==> config.mk <==
export PLATFORM = sky130hd
export DESIGN_NAME = che_len_mem
export DESIGN_NICKNAME = d
export VERILOG_FILES = /design/src/rtl/che_pkg.sv /design/src/rtl/che_len_mem.sv
export SDC_FILE = /design/constraint.sdc
export NUM_CORES = 2
export LEC_CHECK = 0
export BUFFER_PORTS_ARGS = -buffer_cell sky130_fd_sc_hd__buf_2
export CORE_MARGIN = 10
export CORE_UTILIZATION = 50
export CTS_CLUSTER_DIAMETER = 50
export CTS_CLUSTER_SIZE = 12
export DETAILED_ROUTE_END_ITERATION = 7
export GPL_TIMING_DRIVEN = 0
export PLACE_DENSITY = 0.65
export SLEW_MARGIN = 10
export SYNTH_ARGS = -nofsm -noshare
export SYNTH_HDL_FRONTEND = slang
export SYNTH_SLANG_ARGS = --single-unit
==> constraint.sdc <==
create_clock -name clk -period 2.9 [get_ports clk]
set_clock_uncertainty 0.05 [all_clocks]
set_input_delay 0.145 -clock clk [delete_from_list [all_inputs] [get_ports clk]]
set_output_delay 0.145 -clock clk [all_outputs]
set_load 0.02 [all_outputs]
==> src/rtl/che_pkg.sv <==
// Shared types, codes and helpers for the canonical Huffman encoder.
package che_pkg;

	localparam int SYMBOLS_DEF      = 256;
	localparam int MAX_CODE_LEN_DEF = 31;
	localparam int LEN_W            = 5;
	localparam int SYM_FIELD_W      = 8;
	localparam int RUN_W            = 32;

	localparam logic [1:0] OP_LOAD   = 2'd0;
	localparam logic [1:0] OP_BUILD  = 2'd1;
	localparam logic [1:0] OP_ENCODE = 2'd2;
	localparam logic [1:0] OP_FLUSH  = 2'd3;

	localparam logic [1:0] KIND_DATA  = 2'd0;
	localparam logic [1:0] KIND_BUILT = 2'd1;
	localparam logic [1:0] KIND_ERROR = 2'd2;

	typedef struct packed {
		logic [1:0]             op;
		logic [SYM_FIELD_W-1:0] symbol;
		logic [LEN_W-1:0]       length;
	} che_in_t;

	typedef struct packed {
		logic [1:0] kind;
		logic [7:0] out_byte;
		logic       last;
	} che_out_t;

	function automatic logic [RUN_W-1:0] len_mask(input logic [LEN_W-1:0] n);
		len_mask = (RUN_W'(1) << n) - RUN_W'(1);
	endfunction

endpackage

==> src/rtl/che_len_mem.sv <==
// Code length table: synchronous memory with per-entry valid flags for reset.
module che_len_mem
	import che_pkg::*;
#(
	parameter int SYMBOLS = SYMBOLS_DEF
) (
	input  logic                                  clk,
	input  logic                                  arst_n,
	input  logic                                  we,
	input  logic [((SYMBOLS > 1) ? $clog2(SYMBOLS) : 1)-1:0] waddr,
	input  logic [LEN_W-1:0]                      wdata,
	input  logic [((SYMBOLS > 1) ? $clog2(SYMBOLS) : 1)-1:0] raddr,
	output logic [LEN_W-1:0]                      rdata
);

	logic [LEN_W-1:0] mem [SYMBOLS];
	logic [SYMBOLS-1:0] vld_q;
	logic [LEN_W-1:0] rd_q;
	logic rvld_q;

	always_ff @(posedge clk) begin
		if (we) begin
			mem[waddr] <= wdata;
		end
		rd_q <= mem[raddr];
	end

	always_ff @(posedge clk or negedge arst_n) begin
		if (!arst_n) begin
			vld_q  <= '0;
			rvld_q <= 1'b0;
		end else begin
			if (we) begin
				vld_q[waddr] <= 1'b1;
			end
			rvld_q <= vld_q[raddr];
		end
	end

	assign rdata = rvld_q ? rd_q : '0;

endmodule

==> results.py <==
metrics = {
    "cts": {
        "cts.path.max_buffers": 3,
        "cts_tree": "built",
        "cts_buffers": 156,
        "cts_setup_buffers": 0,
        "clk_latency_ns": 0.79,
        "htreeDepth": 4,
        "root_buffer": "clkbuf_16",
        "path_clk_slew_ns": 0.06,
        "cts.sinks": 1542,
    },
    "cells_and_area": {
        "drive_gt1_share_pct": 27.5,
        "seq_area_um2": 45000,
        "instances_no_fill": 5123,
        "multi_input_area_um2": 14500,
        "nets": 3403,
        "area_growth_pct": 12.3,
        "layout_commonest_cell": "edfxtp_1",
        "fillers": 8958,
        "final_cell_mix": "edfxtp_1, mux4_2, nor2_1, or2_2, dfrtp_1",
        "finish.instance_area_um2": 67800,
    },
    "global_routing": {
        "grt_use_total_pct": 26.6,
        "antenna_found_initial": 17,
        "gr-total-overflow": 0,
        "grt_pass1_vias": 33497,
        "grt_pass1_wl_mm": 254,
        "grt_max_degree": 147,
    },
    "synthesis": {
        "synthDistinctLibCells": 44,
        "ys.flop_type": "edfxtp_1",
        "syn_area_um2": 60400,
        "synth_top_family_by_area": "multiplexers",
        "synth_nets": 3210,
        "ys_ff_latch": 1542,
        "synth-edff-count": 1280,
        "synth.avg_cell_area_um2": 18.9,
        "yosys.area_share.simple_pct": 6.01,
        "yosysSeqAreaShare_pct": 74.5,
        "synth-xor-area-share_pct": 0,
        "ys_warn_count": 0,
        "synth_compound_gate_area_share_pct": 3.05,
        "synthArstFlopShare_pct": 16.7,
        "synthCells": 3186,
        "synth_fa_ha_area_share_pct": 0,
        "synthMuxAreaShare_pct": 14.8,
    },
    "timing": {
        "worst_slack_ns": -0.134,
        "post-route-period-util_pct": 105,
        "max_slew.worst_pin.slew_ns": 1.38,
        "hold_violations": 1,
        "rsz0062_at_grt": "false",
        "setup_viol": 45,
        "hold_ws_ns": -0.00581,
        "drv_slew": 0,
        "timing.fmax_ghz": 0.330,
        "fin_crit_ns": 3.03,
        "slew_headroom_pct": 7.97,
        "finalSetupTns_ns": -1.09,
    },
    "setup_path": {
        "end_kind": "flip-flop",
        "crit_fanout": 10,
        "startpoint_type": "primary input",
        "required_ns": 3.38,
        "worstSetupPathType": "in -> reg",
        "worstPathArrival_ns": 3.51,
    },
    "pwr": {
        "vdd_drop_max_mv": 0.671,
        "power_frac_comb_pct": 6.4,
        "sw_frac_of_total_pct": 22.3,
        "clock_power_share_pct": 41.2,
        "p_sw_w": 0.0104,
        "cell_internal_pwr_w": 0.0363,
        "powerDensity_nw_per_um2": 690,
        "p_total_w": 0.0467,
        "seqPwrFrac_pct": 52.4,
        "p_leak_nw": 23.5,
    },
    "floorplan": {
        "die_x_um": 367,
        "core_um2": 120000,
        "num_io_pins": 29,
        "initial_core_util_pct": 50.3,
        "die_area_um2": 135000,
        "row_count": 127,
        "die_h_um": 367,
    },
    "drt": {
        "ant_nets": 0,
        "wl_per_cell_um": 35.4,
        "finalWirelength_mm": 181,
        "drc": 0,
        "drt_iter0_markers": 5149,
        "firstDrtPassIters": 6,
        "vias_per_cell": 6.52,
        "num_vias": 33412,
    },
    "placement": {
        "dpl.cell_count": 4827,
        "preCtsSetupSlack_ns": -1.39,
        "io_buffers": 21,
        "dp.final_hpwl_mm": 122,
        "gp_congestion": 0.918,
        "placed_area_um2": 62800,
    },
    "outcome": {
        "outcome": "complete, but fails checks",
        "violations": "negative hold slack, negative setup slack",
    },
    "job": {
        "maxCapViolCount": 0,
    },
    "min_path": {
        "hp-class": "in -> async",
    },
}
## power by group through the flow
stage,combinational (W),sequential (W),clock (W)
6_report,0.00300,0.0245,0.0192
5_1_grt,0.00309,0.0245,0.0203
4_1_cts,0.00293,0.0245,0.0193
3_5_place_dp,0.00290,0.0250,0
3_3_place_gp,0.00278,0.0250,0
2_1_floorplan,0.00152,0.0249,0
## worst paths after layout
check | startpoint | end | slack (ns) | cells past startpoint
setup / recovery | raddr[5] | rd_q[1] | -0.13 | 8
hold / removal | arst_n | vld_q[212] | -0.006 | 3
setup reg to reg | mem[28][1] | rd_q[1] | -0.03 | 5
hold reg to reg | vld_q[69] | vld_q[69] | 0.41 | 1
max in group asynchronous | arst_n | vld_q[70] | 2.19 | 3
min in group clk | waddr[5] | mem[249][4] | 0.10 | 3
## cell usage after synthesis, types with 11 or more instances
master	number	area, um^2
nor3_1	25	125
mux2i_1	118	1180
o22ai_1	43	269
nand3_1	40	200
nor2b_1	14	87.6
buf_6	22	248
buf_2	40	200
nor2_1	273	1020
a221oi_1	12	105
a22oi_1	60	450
nand4_1	17	106
buf_1	12	45.0
edfxtp_1	1280	38400
a211oi_1	23	173
buf_4	21	158
dfrtp_1	257	6430
o221ai_1	17	149
clkbuf_1	85	319
and2_1	11	68.8
mux4_2	344	7750
a21oi_1	45	225
nand2_1	71	267
or2_2	258	1610
o21ai_0	30	150
## area by class of cell
| type | count | share of cell area (%) |
|---|---|---|
| timing repair buffer | 36 | 0.698 |
| antenna | 3 | 0.0111 |
| clock buffer | 257 | 6.55 |
| multi-input combinational | 1460 | 21.4 |
| inverter | 4 | 0.0221 |
| sequential | 1542 | 66.3 |
| buffer | 179 | 1.53 |
| clock inverter | 30 | 0.509 |
| tap | 1612 | 2.97 |
## metrics by stage
step | utilization, % | hold slack, ns
CTS | 56.5 | 0.0191
global route | 56.5 | 0.0512
floorplan | - | -0.201
detailed placement | 52.3 | 0.122
finish | 56.5 | -0.00581
global placement | 52.1 | 0.393
## worst max-delay path, stage by stage
cell	delay [ns]
buf_2	0.17
clkbuf_1	0.64
nor2b_1	0.81
nand2_1	0.48
o22ai_1	0.47
a211oi_4	0.16
nand4_1	0.27
o211ai_1	0.35
## per-layer routing
| metal | vias up | wire length [um] | global-route usage [%] |
|---|---|---|---|
| li1 | 13065 | - | - |
| met1 | 17579 | 66900 | 35.7 |
| met2 | 2263 | 81500 | 39.4 |
| met3 | 483 | 22500 | 8.38 |
| met4 | 22 | 10000 | 13.2 |
| met5 | - | 179 | 0 |
## sequential cells by signal (all words and copies together) (netlist names)
register  cells
rvld_q        1
rd_q          5
vld_q       256
mem        1280
## kinds of logic after synthesis
| logic type | count (synthesis) |
|---|---|
| flip-flops | 1542 |
| AND/OR/NAND/NOR | 730 |
| multiplexers | 463 |
| AO/OA/AOI/OAI | 267 |
| buffers and inverters | 184 |
## repair_timing
action | 4_1_cts | 5_1_grt
hold endpoints to repair | 785 | 0
hold buffers | 7 | 0
gates resized for setup | 24 | 26
endpoints found under the setup margin | 6 | 6
No activity file was read; power rests on OpenSTA's default activity.
