[src/rtl/che_pkg.sv]
// Shared types, codes and helpers for the canonical Huffman encoder.
package che_pkg;

	localparam int SYMBOLS_DEF      = 256;
	localparam int MAX_CODE_LEN_DEF = 31;
	localparam int LEN_W            = 5;
	localparam int SYM_FIELD_W      = 8;
	localparam int RUN_W            = 32;

	localparam logic [1:0] OP_LOAD   = 2'd0;
	localparam logic [1:0] OP_BUILD  = 2'd1;
	localparam logic [1:0] OP_ENCODE = 2'd2;
	localparam logic [1:0] OP_FLUSH  = 2'd3;

	localparam logic [1:0] KIND_DATA  = 2'd0;
	localparam logic [1:0] KIND_BUILT = 2'd1;
	localparam logic [1:0] KIND_ERROR = 2'd2;

	typedef struct packed {
		logic [1:0]             op;
		logic [SYM_FIELD_W-1:0] symbol;
		logic [LEN_W-1:0]       length;
	} che_in_t;

	typedef struct packed {
		logic [1:0] kind;
		logic [7:0] out_byte;
		logic       last;
	} che_out_t;

	function automatic logic [RUN_W-1:0] len_mask(input logic [LEN_W-1:0] n);
		len_mask = (RUN_W'(1) << n) - RUN_W'(1);
	endfunction

endpackage

[src/rtl/che_out_reg.sv]
// Output register that holds one result word until the receiver takes it.
module che_out_reg
	import che_pkg::*;
(
	input  logic     clk,
	input  logic     arst_n,
	input  logic     push,
	input  che_out_t push_word,
	output logic     free,
	output logic     rsp_valid,
	input  logic     rsp_stall,
	output che_out_t rsp
);

	logic valid_q;
	che_out_t word_q;

	assign free      = !valid_q || !rsp_stall;
	assign rsp_valid = valid_q;
	assign rsp       = word_q;

	always_ff @(posedge clk or negedge arst_n) begin
		if (!arst_n) begin
			valid_q <= 1'b0;
		end else begin
			valid_q <= push || (valid_q && rsp_stall);
		end
	end

	always_ff @(posedge clk) begin
		if (push) begin
			word_q <= push_word;
		end
	end

endmodule
[config.mk]
export PLATFORM = sky130hd
export DESIGN_NAME = che_out_reg
export DESIGN_NICKNAME = d
export VERILOG_FILES = /design/src/rtl/che_pkg.sv /design/src/rtl/che_out_reg.sv
export SDC_FILE = /design/constraint.sdc
export NUM_CORES = 1
export LEC_CHECK = 0
export ABC_AREA = 1
export BUFFER_PORTS_ARGS = -buffer_cell sky130_fd_sc_hd__buf_2
export CORE_AREA = 2 2 39 41
export DETAILED_ROUTE_END_ITERATION = 8
export DIE_AREA = 0 0 41 43
export SLEW_MARGIN = 20
export SYNTH_ARGS = -nofsm -noshare
export SYNTH_HDL_FRONTEND = slang
export SYNTH_SLANG_ARGS = --single-unit
[constraint.sdc]
create_clock -name clk -period 1 [get_ports clk]
set_clock_uncertainty 0.1 [all_clocks]
set_input_delay 0.15 -clock clk [delete_from_list [all_inputs] [get_ports clk]]
set_output_delay 0.15 -clock clk [all_outputs]
set_load 0.005 [all_outputs]
==> results of run 1 <==
-- final cells by class --
cell class / count / area share, %
multi-input combinational: 2 / 1.82
sequential: 12 / 51.6
clock buffer: 4 / 3.82
tap: 16 / 2.91
timing repair buffer: 41 / 39.3
inverter: 1 / 0.545
-- worst max-delay path by stage --
stage	startpoint	slack (ns)	to
2_1_floorplan	rsp_valid	0.28	rsp_valid
3_3_place_gp	push	0.18	rsp[3]
3_5_place_dp	push	0.17	rsp[9]
4_1_cts	rsp_valid	-0.08	free
5_1_grt	rsp_valid	-0.13	free
6_report	rsp_valid	-0.1	free
-- cells by family after synthesis --
kind of cell	Yosys count	synth area share, %
buf+inv	1	1.01
flops	12	95.6
simple gates	2	3.37
-- repair_timing --
item,in CTS,in global routing
hold endpoints to repair,12,0
buffers inserted,1,1
pin swaps,1,1
hold buffers,12,0
setup endpoints to repair,13,13
-- state kept, by name (all words and copies together), names as in the netlist --
signal	count
rsp	11
rsp_valid	1
-- cells in the final DEF, fill, tap and decap left out --
| cell | instances |
|---|---|
| clkbuf_1 | 1 |
| dlygate4sd3_1 | 12 |
| clkbuf_4 | 3 |
| buf_2 | 27 |
| buf_4 | 2 |
| dfrtp_1 | 1 |
| edfxtp_1 | 11 |
| nand2_2 | 2 |
| inv_1 | 1 |
-- per-layer routing --
| metal | share of wire [%] | GRT usage, % |
|---|---|---|
| met2 | 45 | 17.2 |
| met4 | 0 | 8.00 |
| met1 | 39 | 10.3 |
| met3 | 15 | 3.14 |
| met5 | 0 | 0 |
-- where the power goes --
| group | total (mW) | switching, mW | internal [mW] |
|---|---|---|---|
| Combinational | 0.130 | 0.0467 | 0.0836 |
| Clock | 0.303 | 0.149 | 0.154 |
| Sequential | 0.600 | 0.0100 | 0.590 |
| Total | 1.03 | 0.206 | 0.828 |
-- metrics by stage --
step	total power, mW	util [%]	std cells
finish	1.03	49.7	76
global route	1.09	49.7	76
CTS	1.05	49.2	75
detailed placement	0.699	38.1	58
global placement	0.698	38.1	58
floorplan	0.624	-	15
==> results.tsv, run 1 <==
stage	metric	value	unit
clock_tree	clock-sinks	12	
routing	post_drt_wl_per_cell	11.0	um
global_routing	grt_pass1_wl	1.17	mm
global_routing	grt_pass1_vias	311	
global_routing	grt_max_degree	13	
yosys	avgSynthCellArea	24.8	sq um
yosys	yosysSeqAreaShare	95.6	%
critical_path	r2r_slack	0.09	ns
job	drv_cap	0	
critical_path	cp_data_required_time	0.75	ns
yosys	synth_edf_count	11	
final_layout	antenna_cells	0	
yosys	ys_ff_latch	12	
timing	slew_violations	0	
final_layout	seqCellArea	355	sq um
global_routing	grt_use_total	10.6	%
die	core_area	1380	sq um
pwr	leakage	0.309	nW
worst_hold_path	hp-class	input port to asynchronous set/reset pin	
timing	setup_slack	-0.0961	ns
clock_tree	cts-resized-gates	0	
routing	dr.pass1.iters	3	
final_layout	drive_above_1_share	56.7	%
die	io_pins	28	
critical_path	critPathBufInv	1	
timing	setup_viol_count_final	9	
clock_tree	cts_buffers	3	
critical_path	r2r_end	rsp_valid	
global_routing	grt_overflow	0	
yosys	yosys.area.top_type	edfxtp_1	
critical_path	worstSetupPathType	flip-flop to output port	
final_layout	nets	76	
die	die_w	41	um
timing	fin_crit	1.10	ns
run_status	status	finished, violations left	
yosys	syn-num-nets	30	
final_layout	multi_input_area	12.5	sq um
clock_tree	cts.clk_slew.worst_paths	0.07	ns
place	hpwl	578	um
timing	fmax	0.912	GHz
pwr	power_density	1500	nW/um^2
critical_path	reg2reg_depth	4	
routing	drtAntennaViolNets	0	
timing	rsz0062_at_grt	yes	
die	start_util	26.9	%
yosys	yosysUniqueCellTypes	4	
critical_path	max_stage_delay	0.40	ns
die	core.rowCount	14	
critical_path	crit_family	flip-flops	
timing	fin_crit_sh	110	%
yosys	synthArstFlopShare	8.33	%
timing	tns	-0.226	ns
routing	via_per_inst	3.99	
yosys	synth.most_common_cell	edfxtp_1	
die	fp.dieH	43	um
yosys	synth_top_area_share	88.9	%
clock_tree	cts_max_path_buffers	2	
yosys	yosys-top-cells-count	edfxtp_1, nand2_2, dfrtp_1, inv_1	
yosys	ys_warn_count	0	
routing	wl	838	um
die	die_area	1760	sq um
critical_path	crit_slowest_cell	dfrtp_1	
global_routing	grt_antenna_before_repair	0	
run_status	violations	setup timing	
critical_path	r2r_start	rsp_valid	
routing	via_count	303	
timing	fin_hold_ws	0.0940	ns
pwr	ir_drop	0.700	mV
clock_tree	cts_tree	built	
final_layout	area_growth	85.2	%
critical_path	cp-end-kind	output port	
routing	route.detailed.drc	0	
yosys	synthFlopType	edfxtp_1	
timing	finalHoldViolCount	0	
yosys	synth_area_leaders	edfxtp_1, dfrtp_1, nand2_2	
critical_path	path_cells	nand2_2, buf_2	
timing	relSlewSlack	83.4	%
routing	detail_route.iter0.violations	3	
yosys	synth_area	372	sq um
critical_path	cp_data_arrival_time	0.85	ns
clock_tree	cts_root_buffer	clkbuf_4	
critical_path	cp.depth	2	
clock_tree	htree_levels	1	
place	dpl_worst_slack	0.169	ns
final_layout	postLayoutCellArea	688	sq um
place	port_buffers	27	
final_layout	fillers	130	
critical_path	start_kind	flip-flop	
clock_tree	clock_latency	0.26	ns
place	post_dp_cell_area	527	sq um
critical_path	critPathMaxFanout	2	
timing	tightest_slew	0.250	ns
place	gp_congestion	0.639	
yosys	netlist_instances	15	
Note: power is estimated with default switching activity, not from simulation.
==> run 2, diff against run 1 <==
--- a/config.mk
+++ b/config.mk
@@ -10,6 +10,7 @@
 export CORE_AREA = 2 2 39 41
 export DETAILED_ROUTE_END_ITERATION = 8
 export DIE_AREA = 0 0 41 43
+export GPL_TIMING_DRIVEN = 0
 export SLEW_MARGIN = 20
 export SYNTH_ARGS = -nofsm -noshare
 export SYNTH_HDL_FRONTEND = slang
==> results.tsv, run 2 (synthesis gave the netlist of run 1 again) <==
stage	metric	value	unit	change
die	die_area	1760	sq um	unchanged
timing	finalHoldViolCount	0		unchanged
clock_tree	cts_tree	built		unchanged
final_layout	nets	75		was 76
timing	setup_viol_count_final	9		unchanged
pwr	ir_drop	0.608	mV	was 0.700 mV
timing	slew_violations	0		unchanged
die	die_w	41	um	unchanged
pwr	power_density	1500	nW/um^2	about the same
clock_tree	cts_max_path_buffers	2		unchanged
global_routing	grt_use_total	11.0	%	was 10.6%
routing	dr.pass1.iters	1		was 3
final_layout	final_common_cell	buf_2		unchanged
routing	post_drt_wl_per_cell	11.1	um	was 11.0 um
global_routing	grt_max_degree	13		unchanged
critical_path	cp-end-kind	output port		unchanged
die	start_util	26.9	%	unchanged
global_routing	grt_overflow	0		unchanged
timing	tightest_slew	0.259	ns	was 0.250 ns
critical_path	cp_data_arrival_time	0.83	ns	was 0.85 ns
die	io_pins	28		unchanged
place	dpl_worst_slack	0.171	ns	was 0.169 ns
routing	via_count	293		was 303
routing	drtAntennaViolNets	0		unchanged
critical_path	critPathMaxFanout	2		unchanged
routing	route.detailed.drc	0		unchanged
place	gp_congestion	0.650		was 0.639
critical_path	cp_data_required_time	0.75	ns	about the same
timing	rsz0062_at_grt	yes		unchanged
global_routing	grt_pass1_wl	1.21	mm	was 1.17 mm
final_layout	layout_common_cells	buf_2, dlygate4sd3_1, edfxtp_1		unchanged
clock_tree	cts_buffers	3		unchanged
routing	via_per_inst	3.91		was 3.99
final_layout	stdcell_count	75		was 76
timing	fmax	0.930	GHz	was 0.912 GHz
run_status	status	finished, violations left		unchanged
place	port_buffers	27		unchanged
global_routing	grt_pass1_vias	313		was 311
pwr	leakage	0.304	nW	was 0.309 nW
die	core_area	1380	sq um	unchanged
timing	setup_slack	-0.0754	ns	was -0.0961 ns
routing	wl	836	um	was 838 um
timing	fin_hold_ws	0.0889	ns	was 0.0940 ns
die	fp.dieH	43	um	unchanged
final_layout	antenna_cells	0		unchanged
final_layout	multi_input_area	12.5	sq um	unchanged
run_status	violations	setup timing		unchanged
final_layout	seqCellArea	355	sq um	unchanged
final_layout	area_growth	83.2	%	was 85.2%
die	core.rowCount	14		unchanged
job	drv_cap	0		unchanged
final_layout	drive_above_1_share	55.9	%	was 56.7%
final_layout	largest_reg_flops	11		unchanged
timing	fin_crit	1.08	ns	was 1.10 ns
worst_hold_path	hp-class	input port to asynchronous set/reset pin		unchanged
clock_tree	cts_root_buffer	clkbuf_4		unchanged
clock_tree	cts.clk_slew.worst_paths	0.07	ns	about the same
routing	detail_route.iter0.violations	0		was 3
clock_tree	clock_latency	0.26	ns	about the same
timing	relSlewSlack	82.8	%	was 83.4%
timing	fin_crit_sh	108	%	was 110%
clock_tree	htree_levels	1		unchanged
place	dpl.cell_count	58		unchanged
global_routing	grt_antenna_before_repair	0		unchanged
final_layout	fillers	130		unchanged
critical_path	worstSetupPathType	flip-flop to output port		unchanged
critical_path	start_kind	flip-flop		unchanged
clock_tree	clock-sinks	12		unchanged
run 2: changes by cell type in the layout (fill, tap and decap cells not counted):
cell / change
buf_4: -1
run 2: report_power, final:
part	internal (mW)	switching (mW)	leakage [nW]
sequential	0.591	0.0102	0.118
clock	0.154	0.143	0.0150
combinational	0.0804	0.0447	0.171
run 2: per-layer routing:
| metal | GRT usage (%) | vias to the layer above | wire, um |
|---|---|---|---|
| met5 | 0 | - | 0 |
| met4 | 6.00 | 0 | 0 |
| met3 | 5.24 | 0 | 120 |
| met2 | 16.6 | 27 | 366 |
| met1 | 12.1 | 123 | 349 |
| li1 | - | 143 | - |
run 2: path summary, 6_finish.rpt:
path	startpoint	end	depth (start not counted)	slack (ns)
setup / recovery	rsp_valid	free	2	-0.08
hold / removal	arst_n	rsp_valid	2	0.09
setup reg to reg	rsp_valid	rsp_valid	3	0.21
hold reg to reg	rsp_valid	rsp_valid	3	0.51
max in group asynchronous	arst_n	rsp_valid	2	0.63
min in group clk	rsp_stall	rsp_valid	4	0.12
run 2: what timing repair did:
| item | in CTS | in global routing |
|---|---|---|
| pin swaps | 1 | 0 |
| setup endpoints to repair | 13 | 13 |
| hold buffers | 12 | 0 |
| gates cloned | 0 | 0 |
| endpoints found under the hold margin | 12 | 0 |
| gates resized for setup | 0 | 0 |
| setup buffers | 1 | 0 |
run 2: layout make-up:
cell class / instances / share of cell area, %
Tap cell: 16 / 2.94
Multi-Input combinational cell: 2 / 1.84
Inverter: 1 / 0.551
Clock buffer: 4 / 3.86
Sequential cell: 12 / 52.2
Timing Repair Buffer: 40 / 38.6
run 2: critical path, cell delays in order, from the launching register on:
cell and delay (ns):
dfrtp_1 0.39, nand2_2 0.07, buf_2 0.11
run 2: metrics by stage:
| stage | total power [mW] | cell area [sq um] | setup TNS, ns | utilization [%] |
|---|---|---|---|---|
| floorplan | 0.624 | 372 | 0 | - |
| global placement | 0.696 | 527 | 0 | 38.1 |
| detailed placement | 0.698 | 527 | 0 | 38.1 |
| CTS | 1.04 | 681 | -0.388 | 49.2 |
| global route | 1.09 | 681 | -0.800 | 49.2 |
| finish | 1.02 | 681 | -0.178 | 49.2 |
==> run 3, diff against run 2 <==
--- a/config.mk
+++ b/config.mk
@@ -7,10 +7,13 @@
 export LEC_CHECK = 0
 export ABC_AREA = 1
 export BUFFER_PORTS_ARGS = -buffer_cell sky130_fd_sc_hd__buf_2
-export CORE_AREA = 2 2 39 41
+export CELL_PAD_IN_SITES_DETAIL_PLACEMENT = 1
+export CELL_PAD_IN_SITES_GLOBAL_PLACEMENT = 2
+export CORE_MARGIN = 1
+export CORE_UTILIZATION = 24
 export DETAILED_ROUTE_END_ITERATION = 8
-export DIE_AREA = 0 0 41 43
 export GPL_TIMING_DRIVEN = 0
+export PLACE_DENSITY_LB_ADDON = 0.1
 export SLEW_MARGIN = 20
 export SYNTH_ARGS = -nofsm -noshare
 export SYNTH_HDL_FRONTEND = slang
==> results.tsv, run 3 (synthesis gave the netlist of run 1 again) <==
stage	metric	value	unit	change
critical_path	cp_data_required_time	0.75	ns	about the same
die	io_pins	28		unchanged
final_layout	area_growth	85.5	%	was 83.2%
timing	fin_hold_ws	0.0898	ns	was 0.0889 ns
critical_path	critPathLaunch	rsp_valid		unchanged
critical_path	r2r_start	rsp_valid		unchanged
final_layout	layout_common_cells	buf_2, dlygate4sd3_1, edfxtp_1		unchanged
timing	fin_crit	1.10	ns	was 1.08 ns
critical_path	cp-endpoint	free		unchanged
final_layout	seqCellArea	355	sq um	unchanged
pwr	power_density	1600	nW/um^2	was 1500 nW/um^2
pwr	p_int	892	uW	was 825 uW
die	start_util	27.2	%	was 26.9%
clock_tree	cts_root_buffer	clkbuf_4		unchanged
die	core_area	1370	sq um	was 1380 sq um
pwr	leakage	0.311	nW	was 0.304 nW
critical_path	start_kind	flip-flop		unchanged
clock_tree	clock_latency	0.26	ns	about the same
job	drv_cap	0		unchanged
routing	detail_route.iter0.violations	2		was 0
routing	dr.pass1.iters	2		was 1
clock_tree	cts_buffers	3		unchanged
global_routing	grt_overflow	0		unchanged
final_layout	fillers	158		was 130
final_layout	multi_input_area	12.5	sq um	unchanged
critical_path	r2r_slack	0.20	ns	was 0.21 ns
critical_path	r2r_end	rsp_valid		unchanged
run_status	violations	setup timing		unchanged
timing	setup_viol_count_final	12		was 9
clock_tree	cts_tree	built		unchanged
die	core.rowCount	13		was 14
global_routing	grt_pass1_vias	329		was 313
place	port_buffers	27		unchanged
global_routing	grt_antenna_before_repair	0		unchanged
timing	fmax	0.913	GHz	was 0.930 GHz
timing	slew_violations	0		unchanged
run_status	status	finished, violations left		unchanged
final_layout	fin_util	50.5	%	was 49.2%
global_routing	grt_max_degree	13		unchanged
timing	fin_crit_sh	110	%	was 108%
critical_path	reg2reg_depth	3		unchanged
routing	post_drt_wl_per_cell	11.6	um	was 11.1 um
clock_tree	clock-sinks	12		unchanged
pwr	p_sw_share	19.4	%	was 19.3%
timing	rsz0062_at_grt	yes		unchanged
routing	via_count	304		was 293
pwr	pwr-share-clk	34.3	%	was 29.0%
final_layout	antenna_cells	0		unchanged
final_layout	final_common_cell	buf_2		unchanged
pwr	seq_power_share	54.3	%	was 58.8%
final_layout	largest_reg_flops	11		unchanged
timing	setup_slack	-0.0958	ns	was -0.0754 ns
critical_path	cp_data_arrival_time	0.85	ns	was 0.83 ns
die	fp.dieH	41.4	um	was 43 um
global_routing	grt_use_total	13.5	%	was 11.0%
timing	tns	-0.296	ns	was -0.178 ns
routing	route.detailed.drc	0		unchanged
worst_hold_path	hp-class	input port to asynchronous set/reset pin		unchanged
clock_tree	htree_levels	1		unchanged
critical_path	cp-end-kind	output port		unchanged
die	die_w	41.4	um	was 41 um
clock_tree	cts.clk_slew.worst_paths	0.07	ns	about the same
place	dpl_worst_slack	0.163	ns	was 0.171 ns
pwr	comb_power_share	11.4	%	was 12.2%
place	gp_congestion	0.539		was 0.650
timing	relSlewSlack	82.3	%	was 82.8%
clock_tree	cts_max_path_buffers	2		unchanged
final_layout	nets	75		unchanged
routing	wl	860	um	was 836 um
die	die_area	1710	sq um	was 1760 sq um
routing	via_per_inst	4.11		was 3.91
critical_path	critPathMaxFanout	2		unchanged
critical_path	worstSetupPathType	flip-flop to output port		unchanged
timing	tightest_slew	0.265	ns	was 0.259 ns
pwr	ir_drop	0.770	mV	was 0.608 mV
routing	drtAntennaViolNets	0		unchanged
clock_tree	cts-resized-gates	0		unchanged
final_layout	drive_above_1_share	57.6	%	was 55.9%
pwr	p_switching	215	uW	was 197 uW
global_routing	grt_pass1_wl	1.33	mm	was 1.21 mm
timing	finalHoldViolCount	0		unchanged
-- run 3: cell count changes in the layout (fill, tap and decap cells not counted) --
cell      before  now
clkbuf_1       1    0
clkbuf_8       0    1
-- run 3: stage by stage --
| stage | cell area, sq um | power, mW | std cells |
|---|---|---|---|
| final | 689 | 1.11 | 74 |
| after CTS | 689 | 1.13 | 74 |
| after detailed placement | 526 | 0.701 | 57 |
| after global routing | 689 | 1.16 | 74 |
| after floorplan | 372 | 0.624 | 15 |
| after global placement | 526 | 0.693 | 57 |
-- run 3: what timing repair did --
action	CTS	global route
hold endpoints to repair	12	0
endpoints found under the setup margin	13	13
hold buffers	12	0
setup buffers	1	0
pin swaps	1	0
-- run 3: worst max-delay path, cell delays in order (launching register included) --
cell and delay (ns):
dfrtp_1 0.40, nand2_2 0.07, buf_2 0.11
-- run 3: worst min path at each step --
stage / slack (ns) / end / cells past startpoint
finish: 0.09 / rsp_valid / 2
global route: 0.1 / rsp_valid / 2
CTS: 0.06 / rsp_valid / 2
detailed placement: -0.17 / rsp_valid / 1
global placement: -0.18 / rsp_valid / 1
floorplan: -0.25 / rsp_valid / 0
-- run 3: final cells by class --
class	instances	area share, %
tap	15	2.72
timing repair buffer	40	38.1
sequential	12	51.5
multi-input combinational	2	1.81
inverter	1	0.544
clock buffer	4	5.26
-- run 3: metal layers --
metal / global-route usage, % / part of all wire (%) / wire length [um] / vias up
met5: 0 / 0 / 0 / -
met4: 9.68 / 0 / 0 / 0
met3: 4.79 / 6.5 / 56 / 0
met2: 25.8 / 57 / 493 / 18
met1: 11.1 / 36 / 309 / 142
li1: - / - / - / 144
-- run 3: power by group through the flow --
stage | clock network (mW) | logic [mW] | registers (mW)
after floorplan | 0 | 0.00574 | 0.619
after global placement | 0 | 0.0835 | 0.609
after detailed placement | 0 | 0.0873 | 0.613
after CTS | 0.397 | 0.127 | 0.602
after global routing | 0.414 | 0.141 | 0.606
final | 0.380 | 0.126 | 0.601
